`src/design/lfd_pkg.sv`:
```
`timescale 1ns / 1ps
`default_nettype none
// ----------------------------------------------------------------------------
// lfd_pkg
// Shared widths, register codes and structured types of the fragment
// deframer.
// ----------------------------------------------------------------------------
package lfd_pkg;

	localparam int BYTE_W  = 8;
	localparam int FRAG_W  = 8;
	localparam int ROW_W   = 8;
	localparam int COL_W   = 11;
	localparam int VAL_W   = 16;
	localparam int SLOTS_W = 4;
	localparam int HELD_W  = 24;

	localparam int APB_DW = 32;
	localparam int APB_AW = 4;

	// Register reset values
	localparam logic [SLOTS_W-1:0] RST_SLOTS     = 4'd4;
	localparam logic [ROW_W-1:0]   RST_ROWS      = 8'd96;
	localparam logic [VAL_W-1:0]   RST_MAX_DIST  = 16'd30000;
	localparam logic [VAL_W-1:0]   RST_MAX_INTEN = 16'd318;

	typedef enum logic [1:0] {
		REG_SLOTS     = 2'd0,
		REG_ROWS      = 2'd1,
		REG_MAX_DIST  = 2'd2,
		REG_MAX_INTEN = 2'd3
	} reg_idx_t;

	localparam logic KIND_AMBIENT   = 1'b0;
	localparam logic KIND_REFLECTED = 1'b1;

	typedef struct packed {
		logic [SLOTS_W-1:0] slots;
		logic [ROW_W-1:0]   rows;
		logic [VAL_W-1:0]   max_distance;
		logic [VAL_W-1:0]   max_intensity;
	} cfg_t;

	typedef struct packed {
		logic               pixel_kind;
		logic [ROW_W-1:0]   row;
		logic [COL_W-1:0]   column;
		logic [VAL_W-1:0]   pixel_value;
		logic [VAL_W-1:0]   intensity;
		logic               distance_invalid;
		logic               intensity_clamped;
		logic               fragment_done;
	} pixel_t;

endpackage
`default_nettype wire

```
`src/design/lfd_if.sv`:
```
`timescale 1ns / 1ps
`default_nettype none
// ----------------------------------------------------------------------------
// lfd_if
// Valid/ready channels: the raw byte stream in and the pixel writes out.
// ----------------------------------------------------------------------------
interface lfd_byte_if;
	logic                       valid;
	logic                       ready;
	logic [lfd_pkg::BYTE_W-1:0] data_byte;
	logic [lfd_pkg::FRAG_W-1:0] fragment_number;
	logic                       fragment_start;

	modport source (
		output valid, data_byte, fragment_number, fragment_start,
		input  ready
	);
	modport sink (
		input  valid, data_byte, fragment_number, fragment_start,
		output ready
	);
endinterface

interface lfd_pixel_if;
	logic                      valid;
	logic                      ready;
	logic                      pixel_kind;
	logic [lfd_pkg::ROW_W-1:0] row;
	logic [lfd_pkg::COL_W-1:0] column;
	logic [lfd_pkg::VAL_W-1:0] pixel_value;
	logic [lfd_pkg::VAL_W-1:0] intensity;
	logic                      distance_invalid;
	logic                      intensity_clamped;
	logic                      fragment_done;

	modport source (
		output valid, pixel_kind, row, column, pixel_value, intensity,
		       distance_invalid, intensity_clamped, fragment_done,
		input  ready
	);
	modport sink (
		input  valid, pixel_kind, row, column, pixel_value, intensity,
		       distance_invalid, intensity_clamped, fragment_done,
		output ready
	);
endinterface
`default_nettype wire

```
`src/design/lfd_apb_regs.sv`:
```
`timescale 1ns / 1ps
`default_nettype none
// ----------------------------------------------------------------------------
// lfd_apb_regs
// APB register file holding slot count, row count and the two limits.
// ----------------------------------------------------------------------------
module lfd_apb_regs (
	input  wire logic                       clk,
	input  wire logic                       arst_n,
	input  wire logic                       psel,
	input  wire logic                       penable,
	input  wire logic                       pwrite,
	input  wire logic [lfd_pkg::APB_AW-1:0] paddr,
	input  wire logic [lfd_pkg::APB_DW-1:0] pwdata,
	output logic      [lfd_pkg::APB_DW-1:0] prdata,
	output logic                            pready,
	output lfd_pkg::cfg_t                   cfg
);
	import lfd_pkg::*;

	cfg_t     cfg_q;
	reg_idx_t idx;
	logic     wr_en;

	assign idx    = reg_idx_t'(paddr[3:2]);
	assign wr_en  = psel & penable & pwrite;
	assign pready = 1'b1;
	assign cfg    = cfg_q;

	always_ff @(posedge clk or negedge arst_n) begin
		if (!arst_n) begin
			cfg_q.slots         <= RST_SLOTS;
			cfg_q.rows          <= RST_ROWS;
			cfg_q.max_distance  <= RST_MAX_DIST;
			cfg_q.max_intensity <= RST_MAX_INTEN;
		end else if (wr_en) begin
			case (idx)
				REG_SLOTS:     cfg_q.slots         <= pwdata[SLOTS_W-1:0];
				REG_ROWS:      cfg_q.rows          <= pwdata[ROW_W-1:0];
				REG_MAX_DIST:  cfg_q.max_distance  <= pwdata[VAL_W-1:0];
				REG_MAX_INTEN: cfg_q.max_intensity <= pwdata[VAL_W-1:0];
				default: begin
				end
			endcase
		end
	end

	always_comb begin
		case (idx)
			REG_SLOTS:     prdata = {{(APB_DW-SLOTS_W){1'b0}}, cfg_q.slots};
			REG_ROWS:      prdata = {{(APB_DW-ROW_W){1'b0}}, cfg_q.rows};
			REG_MAX_DIST:  prdata = {{(APB_DW-VAL_W){1'b0}}, cfg_q.max_distance};
			REG_MAX_INTEN: prdata = {{(APB_DW-VAL_W){1'b0}}, cfg_q.max_intensity};
			default:       prdata = '0;
		endcase
	end

endmodule
`default_nettype wire

```
`src/design/lfd_parse.sv`:
```
`timescale 1ns / 1ps
`default_nettype none
// ----------------------------------------------------------------------------
// lfd_parse
// Input register, slot position state and per-byte pixel decode.
// ----------------------------------------------------------------------------
module lfd_parse #(
	parameter int AMBIENT_ROWS       = 192,
	parameter int RESERVED_BYTES     = 16,
	parameter int MAX_SLOTS          = 8,
	parameter int MAX_REFLECTED_ROWS = 192
) (
	input  wire logic                       clk,
	input  wire logic                       arst_n,
	input  wire logic                       in_valid,
	output logic                            in_ready,
	input  wire logic [lfd_pkg::BYTE_W-1:0] data_byte,
	input  wire logic [lfd_pkg::FRAG_W-1:0] fragment_number,
	input  wire logic                       fragment_start,
	input  wire lfd_pkg::cfg_t              cfg,
	input  wire logic                       adv,
	output logic                            res_valid,
	output lfd_pkg::pixel_t                 res
);
	import lfd_pkg::*;

	localparam int POS_W  = $clog2(RESERVED_BYTES + AMBIENT_ROWS + 4 * MAX_REFLECTED_ROWS + 1);
	localparam int SLOT_W = (MAX_SLOTS > 1) ? $clog2(MAX_SLOTS) : 1;
	localparam int CMP_W  = ((POS_W > ROW_W) ? POS_W : ROW_W) + 1;
	localparam int PROD_W = FRAG_W + SLOTS_W;

	localparam logic [POS_W-1:0]   RES_END   = POS_W'(RESERVED_BYTES);
	localparam logic [POS_W-1:0]   AMB_END   = POS_W'(RESERVED_BYTES + AMBIENT_ROWS);
	localparam logic [SLOTS_W:0]   SLOTS_CAP = (SLOTS_W + 1)'(MAX_SLOTS);
	localparam logic [ROW_W:0]     ROWS_CAP  = (ROW_W + 1)'(MAX_REFLECTED_ROWS);
	localparam logic [1:0]         LANE_LAST = 2'd3;

	// input stage
	logic              valid_s1;
	logic [BYTE_W-1:0] byte_s1;
	logic [FRAG_W-1:0] fnum_s1;
	logic              start_s1;

	// deframing state
	logic [POS_W-1:0]  byte_offset_q;
	logic [SLOT_W-1:0] slot_index_q;
	logic [HELD_W-1:0] held_q;
	logic [FRAG_W-1:0] frag_q;
	logic              finished_q;

	logic              step;
	logic [POS_W-1:0]  pos;
	logic [SLOT_W-1:0] slot_a;
	logic [HELD_W-1:0] held_a;
	logic [FRAG_W-1:0] frag_a;
	logic              fin_a;

	logic [SLOTS_W-1:0] eff_slots;
	logic [ROW_W-1:0]   eff_rows;
	logic [PROD_W-1:0]  col_sum;
	logic [POS_W-1:0]   refl_off;
	logic [POS_W-1:0]   row_full;
	logic [1:0]         lane;
	logic               in_reserved;
	logic               in_ambient;
	logic               past_end;
	logic               last_row;
	logic               last_slot;
	logic [HELD_W-1:0]  lane_bits;
	logic [VAL_W-1:0]   dist_raw;
	logic [VAL_W-1:0]   inten_raw;
	logic               dist_bad;
	logic               inten_big;

	logic [POS_W-1:0]  nxt_off;
	logic [SLOT_W-1:0] nxt_slot;
	logic [HELD_W-1:0] nxt_held;
	logic              nxt_fin;
	logic              emit;
	logic              end_slot;
	pixel_t            pix;

	assign in_ready = !valid_s1 || adv;
	assign step     = valid_s1 && adv;

	always_ff @(posedge clk or negedge arst_n) begin
		if (!arst_n) begin
			valid_s1 <= 1'b0;
		end else if (in_ready) begin
			valid_s1 <= in_valid;
		end
	end

	always_ff @(posedge clk) begin
		if (in_ready && in_valid) begin
			byte_s1  <= data_byte;
			fnum_s1  <= fragment_number;
			start_s1 <= fragment_start;
		end
	end

	// A fragment start rewinds the position before this byte is decoded
	assign pos    = start_s1 ? '0 : byte_offset_q;
	assign slot_a = start_s1 ? '0 : slot_index_q;
	assign held_a = start_s1 ? '0 : held_q;
	assign frag_a = start_s1 ? fnum_s1 : frag_q;
	assign fin_a  = start_s1 ? 1'b0 : finished_q;

	always_comb begin
		if (cfg.slots == '0) begin
			eff_slots = SLOTS_W'(1);
		end else if ({1'b0, cfg.slots} > SLOTS_CAP) begin
			eff_slots = SLOTS_CAP[SLOTS_W-1:0];
		end else begin
			eff_slots = cfg.slots;
		end
		if (cfg.rows == '0) begin
			eff_rows = ROW_W'(1);
		end else if ({1'b0, cfg.rows} > ROWS_CAP) begin
			eff_rows = ROWS_CAP[ROW_W-1:0];
		end else begin
			eff_rows = cfg.rows;
		end
	end

	assign col_sum     = frag_a * eff_slots + PROD_W'(slot_a);
	assign in_reserved = pos < RES_END;
	assign in_ambient  = pos < AMB_END;
	assign refl_off    = pos - AMB_END;
	assign row_full    = refl_off >> 2;
	assign lane        = refl_off[1:0];
	assign past_end    = CMP_W'(row_full) >= CMP_W'(eff_rows);
	assign last_row    = (CMP_W'(row_full) + 1'b1) >= CMP_W'(eff_rows);
	assign last_slot   = ((SLOTS_W + 1)'(slot_a) + 1'b1) >= {1'b0, eff_slots};
	assign lane_bits   = HELD_W'(byte_s1) << {lane, 3'b000};

	assign dist_raw  = held_a[VAL_W-1:0];
	assign inten_raw = {byte_s1, held_a[HELD_W-1:VAL_W]};
	assign dist_bad  = dist_raw > cfg.max_distance;
	assign inten_big = inten_raw > cfg.max_intensity;

	always_comb begin
		nxt_off  = pos;
		nxt_slot = slot_a;
		nxt_held = held_a;
		nxt_fin  = fin_a;
		emit     = 1'b0;
		end_slot = 1'b0;
		pix        = '0;
		pix.column = col_sum[COL_W-1:0];
		if (!fin_a) begin
			if (in_reserved) begin
				nxt_off = pos + 1'b1;
			end else if (in_ambient) begin
				nxt_off         = pos + 1'b1;
				emit            = 1'b1;
				pix.pixel_kind  = KIND_AMBIENT;
				pix.row         = ROW_W'(pos - RES_END);
				pix.pixel_value = VAL_W'(byte_s1);
			end else if (past_end) begin
				// slot shortened under the current position: close it
				end_slot = 1'b1;
			end else if (lane != LANE_LAST) begin
				nxt_held = held_a | lane_bits;
				nxt_off  = pos + 1'b1;
			end else begin
				emit                  = 1'b1;
				pix.pixel_kind        = KIND_REFLECTED;
				pix.row               = ROW_W'(row_full);
				pix.pixel_value       = dist_bad ? '0 : dist_raw;
				pix.intensity         = inten_big ? cfg.max_intensity : inten_raw;
				pix.distance_invalid  = dist_bad;
				pix.intensity_clamped = inten_big;
				pix.fragment_done     = last_row && last_slot;
				nxt_held              = '0;
				if (last_row) begin
					end_slot = 1'b1;
				end else begin
					nxt_off = pos + 1'b1;
				end
			end
			if (end_slot) begin
				nxt_off  = '0;
				nxt_held = '0;
				if (last_slot) begin
					nxt_fin = 1'b1;
				end else begin
					nxt_slot = slot_a + 1'b1;
				end
			end
		end
	end

	always_ff @(posedge clk or negedge arst_n) begin
		if (!arst_n) begin
			byte_offset_q <= '0;
			slot_index_q  <= '0;
			held_q        <= '0;
			frag_q        <= '0;
			finished_q    <= 1'b0;
		end else if (step) begin
			byte_offset_q <= nxt_off;
			slot_index_q  <= nxt_slot;
			held_q        <= nxt_held;
			frag_q        <= frag_a;
			finished_q    <= nxt_fin;
		end
	end

	assign res_valid = step && emit;
	assign res       = pix;

endmodule
`default_nettype wire

```
`src/design/lfd_out_stage.sv`:
```
`timescale 1ns / 1ps
`default_nettype none
// ----------------------------------------------------------------------------
// lfd_out_stage
// Result register toward the pixel sink; frees up when the sink takes it.
// ----------------------------------------------------------------------------
module lfd_out_stage (
	input  wire logic            clk,
	input  wire logic            arst_n,
	input  wire logic            res_valid,
	input  wire lfd_pkg::pixel_t res,
	output logic                 adv,
	output logic                 out_valid,
	input  wire logic            out_ready,
	output lfd_pkg::pixel_t      out_pix
);
	import lfd_pkg::*;

	logic   valid_s2;
	pixel_t pix_s2;

	assign adv       = !valid_s2 || out_ready;
	assign out_valid = valid_s2;
	assign out_pix   = pix_s2;

	always_ff @(posedge clk or negedge arst_n) begin
		if (!arst_n) begin
			valid_s2 <= 1'b0;
		end else if (adv) begin
			valid_s2 <= res_valid;
		end
	end

	always_ff @(posedge clk) begin
		if (adv && res_valid) begin
			pix_s2 <= res;
		end
	end

endmodule
`default_nettype wire

```
`src/design/lidar_fragment_deframer_core.sv`:
```
`timescale 1ns / 1ps
`default_nettype none
// ----------------------------------------------------------------------------
// lidar_fragment_deframer_core
// Turns a sensor fragment byte stream into ambient and reflected pixel writes.
//
// byte_in carries one stream byte per request with its fragment number and a
// start mark; pixel_out carries at most one pixel write per byte. Each slot
// of a fragment is skipped over its reserved bytes, then every ambient byte
// gives an ambient write and the fourth byte of every reflected row gives a
// reflected write with limit-checked distance and intensity. Bytes past the
// last slot give nothing until the next start mark.
//
// Throughput: one byte per cycle while the sink does not stall, set by
// the single combinational decode step between the input register and
// the result register. When the sink stalls, the output register holds
// its request; the input register takes a byte only while empty, after
// that byte_in.ready drops. Reset (arst_n low) clears the slot position,
// returns the registers to their defaults and empties both stages. The
// APB port is to be written only while the block is idle, which the
// block does not enforce itself; pready is always high.
// ----------------------------------------------------------------------------
module lidar_fragment_deframer_core #(
	parameter int AMBIENT_ROWS       = 192,
	parameter int RESERVED_BYTES     = 16,
	parameter int MAX_SLOTS          = 8,
	parameter int MAX_REFLECTED_ROWS = 192
) (
	input  wire logic                       clk,
	input  wire logic                       arst_n,
	lfd_byte_if.sink                        byte_in,
	lfd_pixel_if.source                     pixel_out,
	input  wire logic                       psel,
	input  wire logic                       penable,
	input  wire logic                       pwrite,
	input  wire logic [lfd_pkg::APB_AW-1:0] paddr,
	input  wire logic [lfd_pkg::APB_DW-1:0] pwdata,
	output logic      [lfd_pkg::APB_DW-1:0] prdata,
	output logic                            pready
);
	import lfd_pkg::*;

	cfg_t   cfg;
	pixel_t res;
	pixel_t out_pix;
	logic   res_valid;
	logic   adv;

	// Register file: limits and slot geometry
	lfd_apb_regs u_regs (
		.clk     (clk),
		.arst_n  (arst_n),
		.psel    (psel),
		.penable (penable),
		.pwrite  (pwrite),
		.paddr   (paddr),
		.pwdata  (pwdata),
		.prdata  (prdata),
		.pready  (pready),
		.cfg     (cfg)
	);

	// Input register plus position tracking and pixel decode
	lfd_parse #(
		.AMBIENT_ROWS       (AMBIENT_ROWS),
		.RESERVED_BYTES     (RESERVED_BYTES),
		.MAX_SLOTS          (MAX_SLOTS),
		.MAX_REFLECTED_ROWS (MAX_REFLECTED_ROWS)
	) u_parse (
		.clk             (clk),
		.arst_n          (arst_n),
		.in_valid        (byte_in.valid),
		.in_ready        (byte_in.ready),
		.data_byte       (byte_in.data_byte),
		.fragment_number (byte_in.fragment_number),
		.fragment_start  (byte_in.fragment_start),
		.cfg             (cfg),
		.adv             (adv),
		.res_valid       (res_valid),
		.res             (res)
	);

	// Result register; advance whenever it is empty or being drained
	lfd_out_stage u_out (
		.clk       (clk),
		.arst_n    (arst_n),
		.res_valid (res_valid),
		.res       (res),
		.adv       (adv),
		.out_valid (pixel_out.valid),
		.out_ready (pixel_out.ready),
		.out_pix   (out_pix)
	);

	assign pixel_out.pixel_kind        = out_pix.pixel_kind;
	assign pixel_out.row               = out_pix.row;
	assign pixel_out.column            = out_pix.column;
	assign pixel_out.pixel_value       = out_pix.pixel_value;
	assign pixel_out.intensity         = out_pix.intensity;
	assign pixel_out.distance_invalid  = out_pix.distance_invalid;
	assign pixel_out.intensity_clamped = out_pix.intensity_clamped;
	assign pixel_out.fragment_done     = out_pix.fragment_done;

	// Fragment end is only ever marked on a reflected write
	a_done_reflected: assert property (@(posedge clk) disable iff (!arst_n)
		pixel_out.valid && pixel_out.fragment_done |->
			pixel_out.pixel_kind == KIND_REFLECTED)
		else $error("fragment_done on an ambient pixel");

	// An out-of-range distance is replaced by zero
	a_dist_zero: assert property (@(posedge clk) disable iff (!arst_n)
		pixel_out.valid && pixel_out.distance_invalid |-> pixel_out.pixel_value == '0)
		else $error("invalid distance not zeroed");

	// A clamped intensity equals the configured maximum
	a_inten_clamp: assert property (@(posedge clk) disable iff (!arst_n)
		pixel_out.valid && pixel_out.intensity_clamped |->
			pixel_out.intensity == cfg.max_intensity)
		else $error("clamped intensity differs from maximum");

	// A byte just taken must not be overwritten while the result side is blocked
	a_no_overrun: assert property (@(posedge clk) disable iff (!arst_n)
		byte_in.valid && byte_in.ready |=> adv || !byte_in.ready)
		else $error("input register accepted over a held byte");

endmodule
`default_nettype wire
```
`src/flat_wrapper.sv`:
```
// flat-port wrapper written by rule: the top's interface ports become plain ports
module lidar_fragment_deframer_core_flat import lfd_pkg::*;
#(
	parameter int AMBIENT_ROWS       = 192,
	parameter int RESERVED_BYTES     = 16,
	parameter int MAX_SLOTS          = 8,
	parameter int MAX_REFLECTED_ROWS = 192
)
  (clk, arst_n, psel, penable, pwrite, paddr, pwdata, prdata, pready, byte_in_valid, byte_in_data_byte, byte_in_fragment_number, byte_in_fragment_start, byte_in_ready, pixel_out_valid, pixel_out_pixel_kind, pixel_out_row, pixel_out_column, pixel_out_pixel_value, pixel_out_intensity, pixel_out_distance_invalid, pixel_out_intensity_clamped, pixel_out_fragment_done, pixel_out_ready);
  lfd_byte_if byte_in_i ();
  lfd_pixel_if pixel_out_i ();
  input  wire logic clk;
  input  wire logic arst_n;
  input  wire logic psel;
  input  wire logic penable;
  input  wire logic pwrite;
  input  wire logic [lfd_pkg::APB_AW-1:0] paddr;
  input  wire logic [lfd_pkg::APB_DW-1:0] pwdata;
  output logic      [lfd_pkg::APB_DW-1:0] prdata;
  output logic pready;
  input wire logic [$bits(byte_in_i.valid)-1:0] byte_in_valid;
  input wire logic [$bits(byte_in_i.data_byte)-1:0] byte_in_data_byte;
  input wire logic [$bits(byte_in_i.fragment_number)-1:0] byte_in_fragment_number;
  input wire logic [$bits(byte_in_i.fragment_start)-1:0] byte_in_fragment_start;
  output wire logic [$bits(byte_in_i.ready)-1:0] byte_in_ready;
  output wire logic [$bits(pixel_out_i.valid)-1:0] pixel_out_valid;
  output wire logic [$bits(pixel_out_i.pixel_kind)-1:0] pixel_out_pixel_kind;
  output wire logic [$bits(pixel_out_i.row)-1:0] pixel_out_row;
  output wire logic [$bits(pixel_out_i.column)-1:0] pixel_out_column;
  output wire logic [$bits(pixel_out_i.pixel_value)-1:0] pixel_out_pixel_value;
  output wire logic [$bits(pixel_out_i.intensity)-1:0] pixel_out_intensity;
  output wire logic [$bits(pixel_out_i.distance_invalid)-1:0] pixel_out_distance_invalid;
  output wire logic [$bits(pixel_out_i.intensity_clamped)-1:0] pixel_out_intensity_clamped;
  output wire logic [$bits(pixel_out_i.fragment_done)-1:0] pixel_out_fragment_done;
  input wire logic [$bits(pixel_out_i.ready)-1:0] pixel_out_ready;
  assign byte_in_i.valid = byte_in_valid;
  assign byte_in_i.data_byte = byte_in_data_byte;
  assign byte_in_i.fragment_number = byte_in_fragment_number;
  assign byte_in_i.fragment_start = byte_in_fragment_start;
  assign byte_in_ready = byte_in_i.ready;
  assign pixel_out_valid = pixel_out_i.valid;
  assign pixel_out_pixel_kind = pixel_out_i.pixel_kind;
  assign pixel_out_row = pixel_out_i.row;
  assign pixel_out_column = pixel_out_i.column;
  assign pixel_out_pixel_value = pixel_out_i.pixel_value;
  assign pixel_out_intensity = pixel_out_i.intensity;
  assign pixel_out_distance_invalid = pixel_out_i.distance_invalid;
  assign pixel_out_intensity_clamped = pixel_out_i.intensity_clamped;
  assign pixel_out_fragment_done = pixel_out_i.fragment_done;
  assign pixel_out_i.ready = pixel_out_ready;
  lidar_fragment_deframer_core #(.AMBIENT_ROWS(AMBIENT_ROWS), .RESERVED_BYTES(RESERVED_BYTES), .MAX_SLOTS(MAX_SLOTS), .MAX_REFLECTED_ROWS(MAX_REFLECTED_ROWS)) u_core (.clk(clk), .arst_n(arst_n), .byte_in(byte_in_i), .pixel_out(pixel_out_i), .psel(psel), .penable(penable), .pwrite(pwrite), .paddr(paddr), .pwdata(pwdata), .prdata(prdata), .pready(pready));
endmodule
```
`config.mk`:
```
export PLATFORM = sky130hd
export DESIGN_NAME = lidar_fragment_deframer_core_flat
export DESIGN_NICKNAME = d
export VERILOG_FILES = /design/src/design/lfd_pkg.sv /design/src/design/lfd_if.sv /design/src/design/lfd_apb_regs.sv /design/src/design/lfd_parse.sv /design/src/design/lfd_out_stage.sv /design/src/design/lidar_fragment_deframer_core.sv /design/src/flat_wrapper.sv
export SDC_FILE = /design/constraint.sdc
export NUM_CORES = 1
export LEC_CHECK = 0
export ABC_AREA = 1
export BUFFER_PORTS_ARGS = -buffer_cell sky130_fd_sc_hd__buf_2
export CAP_MARGIN = 40
export CORE_ASPECT_RATIO = 0.8
export CORE_MARGIN = 5
export CORE_UTILIZATION = 50
export CTS_CLUSTER_DIAMETER = 80
export DETAILED_ROUTE_END_ITERATION = 16
export HOLD_SLACK_MARGIN = 0.06
export PLACE_DENSITY = 0.69
export SETUP_SLACK_MARGIN = 0.02
export SLEW_MARGIN = 5
export SYNTH_ARGS = -nofsm -noshare
export SYNTH_HDL_FRONTEND = slang
export SYNTH_HIERARCHICAL = 1
export SYNTH_SLANG_ARGS = --single-unit
```
`constraint.sdc`:
```
create_clock -name clk -period 8.23 [get_ports clk]
set_input_delay 0.823 -clock clk [delete_from_list [all_inputs] [get_ports clk]]
set_output_delay 0.823 -clock clk [all_outputs]
set_load 0.1 [all_outputs]
```
==> impl_metrics.tcl <==
set metrics [dict create \
    outcome "finished clean" \
    cap_violations 0 \
    yosys_warnings 6 \
    die_x_um 171 \
    worst_pin_slew_ns 0.780 \
    htreeDepth 4 \
    synthCells 1266 \
    detail_route.wl_per_cell_um 15.9 \
    critPathRequiredTime_ns 8.31 \
    firstDrtPassIters 6 \
    worst_clock_skew_ns 0.0108 \
    ff2ff_path_depth 19 \
    grt_max_degree 43 \
    post-cts-setup-buffers 0 \
    p_sw_frac 0.357 \
    maxSlewViolCount 0 \
    path_clk_slew_ns 0.07 \
    layout_common_cells "nand2_1 (420), inv_1 (144), buf_2 (113), ha_1 (82)" \
    fin_nets 1530 \
    drive_gt1_frac 0.152 \
    min_period_over_period 0.569 \
    hold_buffers 0 \
    ys_seq_area_frac 0.433 \
    p_seq_frac 0.410 \
    cts_buffers 17 \
    synth-edff-count 72 \
    portBuffers 114 \
    grt_pass1_wl_um 42900 \
    hpwl_um 19400 \
    clock_latency_ns 0.43 \
    antenna_found_initial 0 \
    ctsResizeCount 0 \
    rsz0062_at_grt "false" \
    grt_overflow 0 \
    fin_cells 1657 \
    drt_iter0_drc 727 \
    synth_area_per_cell_um2 8.18 \
    leakage_nw 6.06 \
    power_frac_comb 0.270 \
    drtAntennaViolNets 0 \
    viasPerCell 5.26 \
    setup_violations 0 \
    clk_path_buf_depth 2 \
    synth_flop_cell "dfrtp_1" \
    core_um2 20500 \
    cp_max_fo 30 \
    ys_async_sr_fraction 0.561 \
    dp_cells 1625 \
    rows 47 \
    drt-total-wl_um 26400 \
    grt_use_total 0.226 \
    ir_drop_uv 106 \
    cts_tree "done" \
    die_h_um 139 \
    grt_pass1_vias 8444 \
    dieArea_um2 23700 \
    clkSinkCount 164 \
    fmax_ghz 0.213 \
    synth.distinct_cells 46 \
    synth-seq-cells 164 \
    hold_violations 0 \
    crit_arrival_ns 4.77 \
    r2r_start "u_core/u_parse/start_s1" \
    num_vias 8723 \
    synth_top_area_cell "edfxtp_1" \
    crit_type "reg2reg" \
    power_per_cell_area_nw_per_um2 207 \
    cp-end-kind "flip-flop" \
    initial_core_util 0.505 \
    intPower_w 0.00156 \
    gp_congestion 0.924 \
    final_common_cell "nand2_1" \
    fin_crit_ns 4.68 \
    hold_path.class "in2async" \
    switchingPower_w 0.000868 \
    worst_setup_path_start_kind "flip-flop" \
    area_delta_synth_final_pct 13.3 \
    cts_root_buf "clkbuf_16" \
    io-pin-count 150 \
    regToRegSetupSlack_ns 3.55 \
    antenna_cells 0 \
    synth.cell_area_um2 10400 \
    r2r_end "u_core/u_out/out_pix[52]" \
    synthTopCellsByArea "edfxtp_1 (21%), dfrtp_1 (18%), nand2_1 (15%), ha_1 (9.9%), inv_1 (5.2%)" \
    slew_headroom 0.480 \
    yosysTopAreaCellShare 0.209 \
    pwr-share-clk 0.320 \
    drcViolationCount 0 \
    tns_ns 0 \
]
## synth_stat cells, types with 2 or more instances
cell type / n
o21a_1: 5
nor2_2: 4
fa_1: 13
nor2_1: 73
a31oi_1: 2
a21oi_1: 62
o21bai_1: 2
nand2_2: 8
xnor2_1: 7
clkinv_1: 5
a21o_1: 2
o21ai_0: 55
o22ai_1: 3
nand4_1: 15
buf_4: 20
conb_1: 2
nand3_1: 76
buf_6: 4
edfxtp_1: 72
ha_1: 82
inv_2: 5
nor3_1: 17
nor3b_1: 2
dfstp_2: 16
buf_1: 2
a22oi_1: 5
dfrtp_1: 76
inv_1: 144
clkbuf_1: 14
buf_2: 8
xor2_1: 15
or2_2: 7
nand2_4: 5
nor2_4: 5
nand3_2: 3
nand2_1: 420
## power by group through the flow
stage / clock [W] / combinational [W] / sequential, W
6_report: 0.000778 / 0.000658 / 0.000998
2_1_floorplan: 0 / 0.000524 / 0.000987
4_1_cts: 0.000794 / 0.000659 / 0.000997
5_1_grt: 0.000829 / 0.000745 / 0.00100
3_5_place_dp: 0 / 0.000651 / 0.00101
3_3_place_gp: 0 / 0.000638 / 0.00101
## critical path, stage by stage, from the launching register on
cell and delay [ns]:
edfxtp_1 0.37, buf_4 0.24, inv_4 0.31, nand2_4 0.13, nor2_4 0.13, nand2_2 0.10
nand3_4 0.29, nand2_2 0.15, ha_1 0.33, a21oi_1 0.15, o21a_1 0.18, nand3_1 0.13
clkinv_1 0.24, nand2_1 0.17, nand2_1 0.17, nand3_1 0.32, nor2_1 0.19, inv_1 0.10
a21oi_4 0.18, buf_4 0.38
## area by class of cell
class / count / area, um^2
Fill cell: 1825 / 8780
Clock inverter: 13 / 125
Sequential cell: 164 / 4480
Inverter: 155 / 584
Tap cell: 269 / 337
Timing Repair Buffer: 123 / 706
Multi-Input combinational cell: 914 / 5060
Clock buffer: 19 / 443
## kinds of logic after synthesis
logic type / Yosys count / synth area share
and+or+nand+nor: 640 / 0.266
buffers and inverters: 203 / 0.0849
DFF: 164 / 0.433
AOI/OAI and AO/OA: 140 / 0.0731
adders and majority gates: 95 / 0.124
xor gates and xnor gates: 22 / 0.0186
other: 2 / 0.000725
## state kept, by name (all words and copies together) (netlist names)
name and count:
u_core/u_parse/held_q 24, u_core/u_parse/fnum_s1 8, u_core/u_parse/valid_s1 1, u_core/u_parse/byte_s1 8, u_core/u_parse/byte_offset_q 10, u_core/u_regs/cfg 44
u_core/u_out/out_valid 1, u_core/u_parse/start_s1 1, u_core/u_parse/finished_q 1, u_core/u_parse/frag_q 8, u_core/u_out/out_pix 55, u_core/u_parse/slot_index_q 3
## per-layer routing
metal  up-vias  GRT usage  share of wire
li1       4292          -              -
met1      4086      0.313           0.44
met2       314      0.359           0.47
met3        31     0.0522          0.074
met4         0     0.0625          0.014
met5         -          0              0
## worst max path at each step
| stage | from | end | slack [ns] | cells after the start |
|---|---|---|---|---|
| 2_1_floorplan | u_core/u_parse/start_s1 | u_core/u_out/out_pix[0] | 2.49 | 20 |
| 3_3_place_gp | u_core/u_parse/start_s1 | u_core/u_out/out_pix[52] | 3.09 | 19 |
| 3_5_place_dp | u_core/u_parse/start_s1 | u_core/u_out/out_pix[49] | 3.66 | 19 |
| 4_1_cts | u_core/u_parse/start_s1 | u_core/u_out/out_pix[49] | 3.64 | 19 |
| 5_1_grt | u_core/u_parse/start_s1 | u_core/u_out/out_pix[51] | 3.20 | 19 |
| 6_report | u_core/u_parse/start_s1 | u_core/u_out/out_pix[52] | 3.55 | 19 |
## per-stage QoR
step / cell area [um^2] / setup WS (ns) / util / hold WS [ns] / power (W)
2_1_floorplan: 10400 / 2.49 / - / 0.448 / 0.00151
3_3_place_gp: 11100 / 3.09 / 0.539 / 0.459 / 0.00165
3_5_place_dp: 11200 / 3.66 / 0.544 / 0.465 / 0.00166
4_1_cts: 11700 / 3.64 / 0.572 / 0.259 / 0.00245
5_1_grt: 11700 / 3.20 / 0.572 / 0.261 / 0.00258
6_report: 11700 / 3.55 / 0.572 / 0.268 / 0.00243
Power figures use the tool's default switching activity.
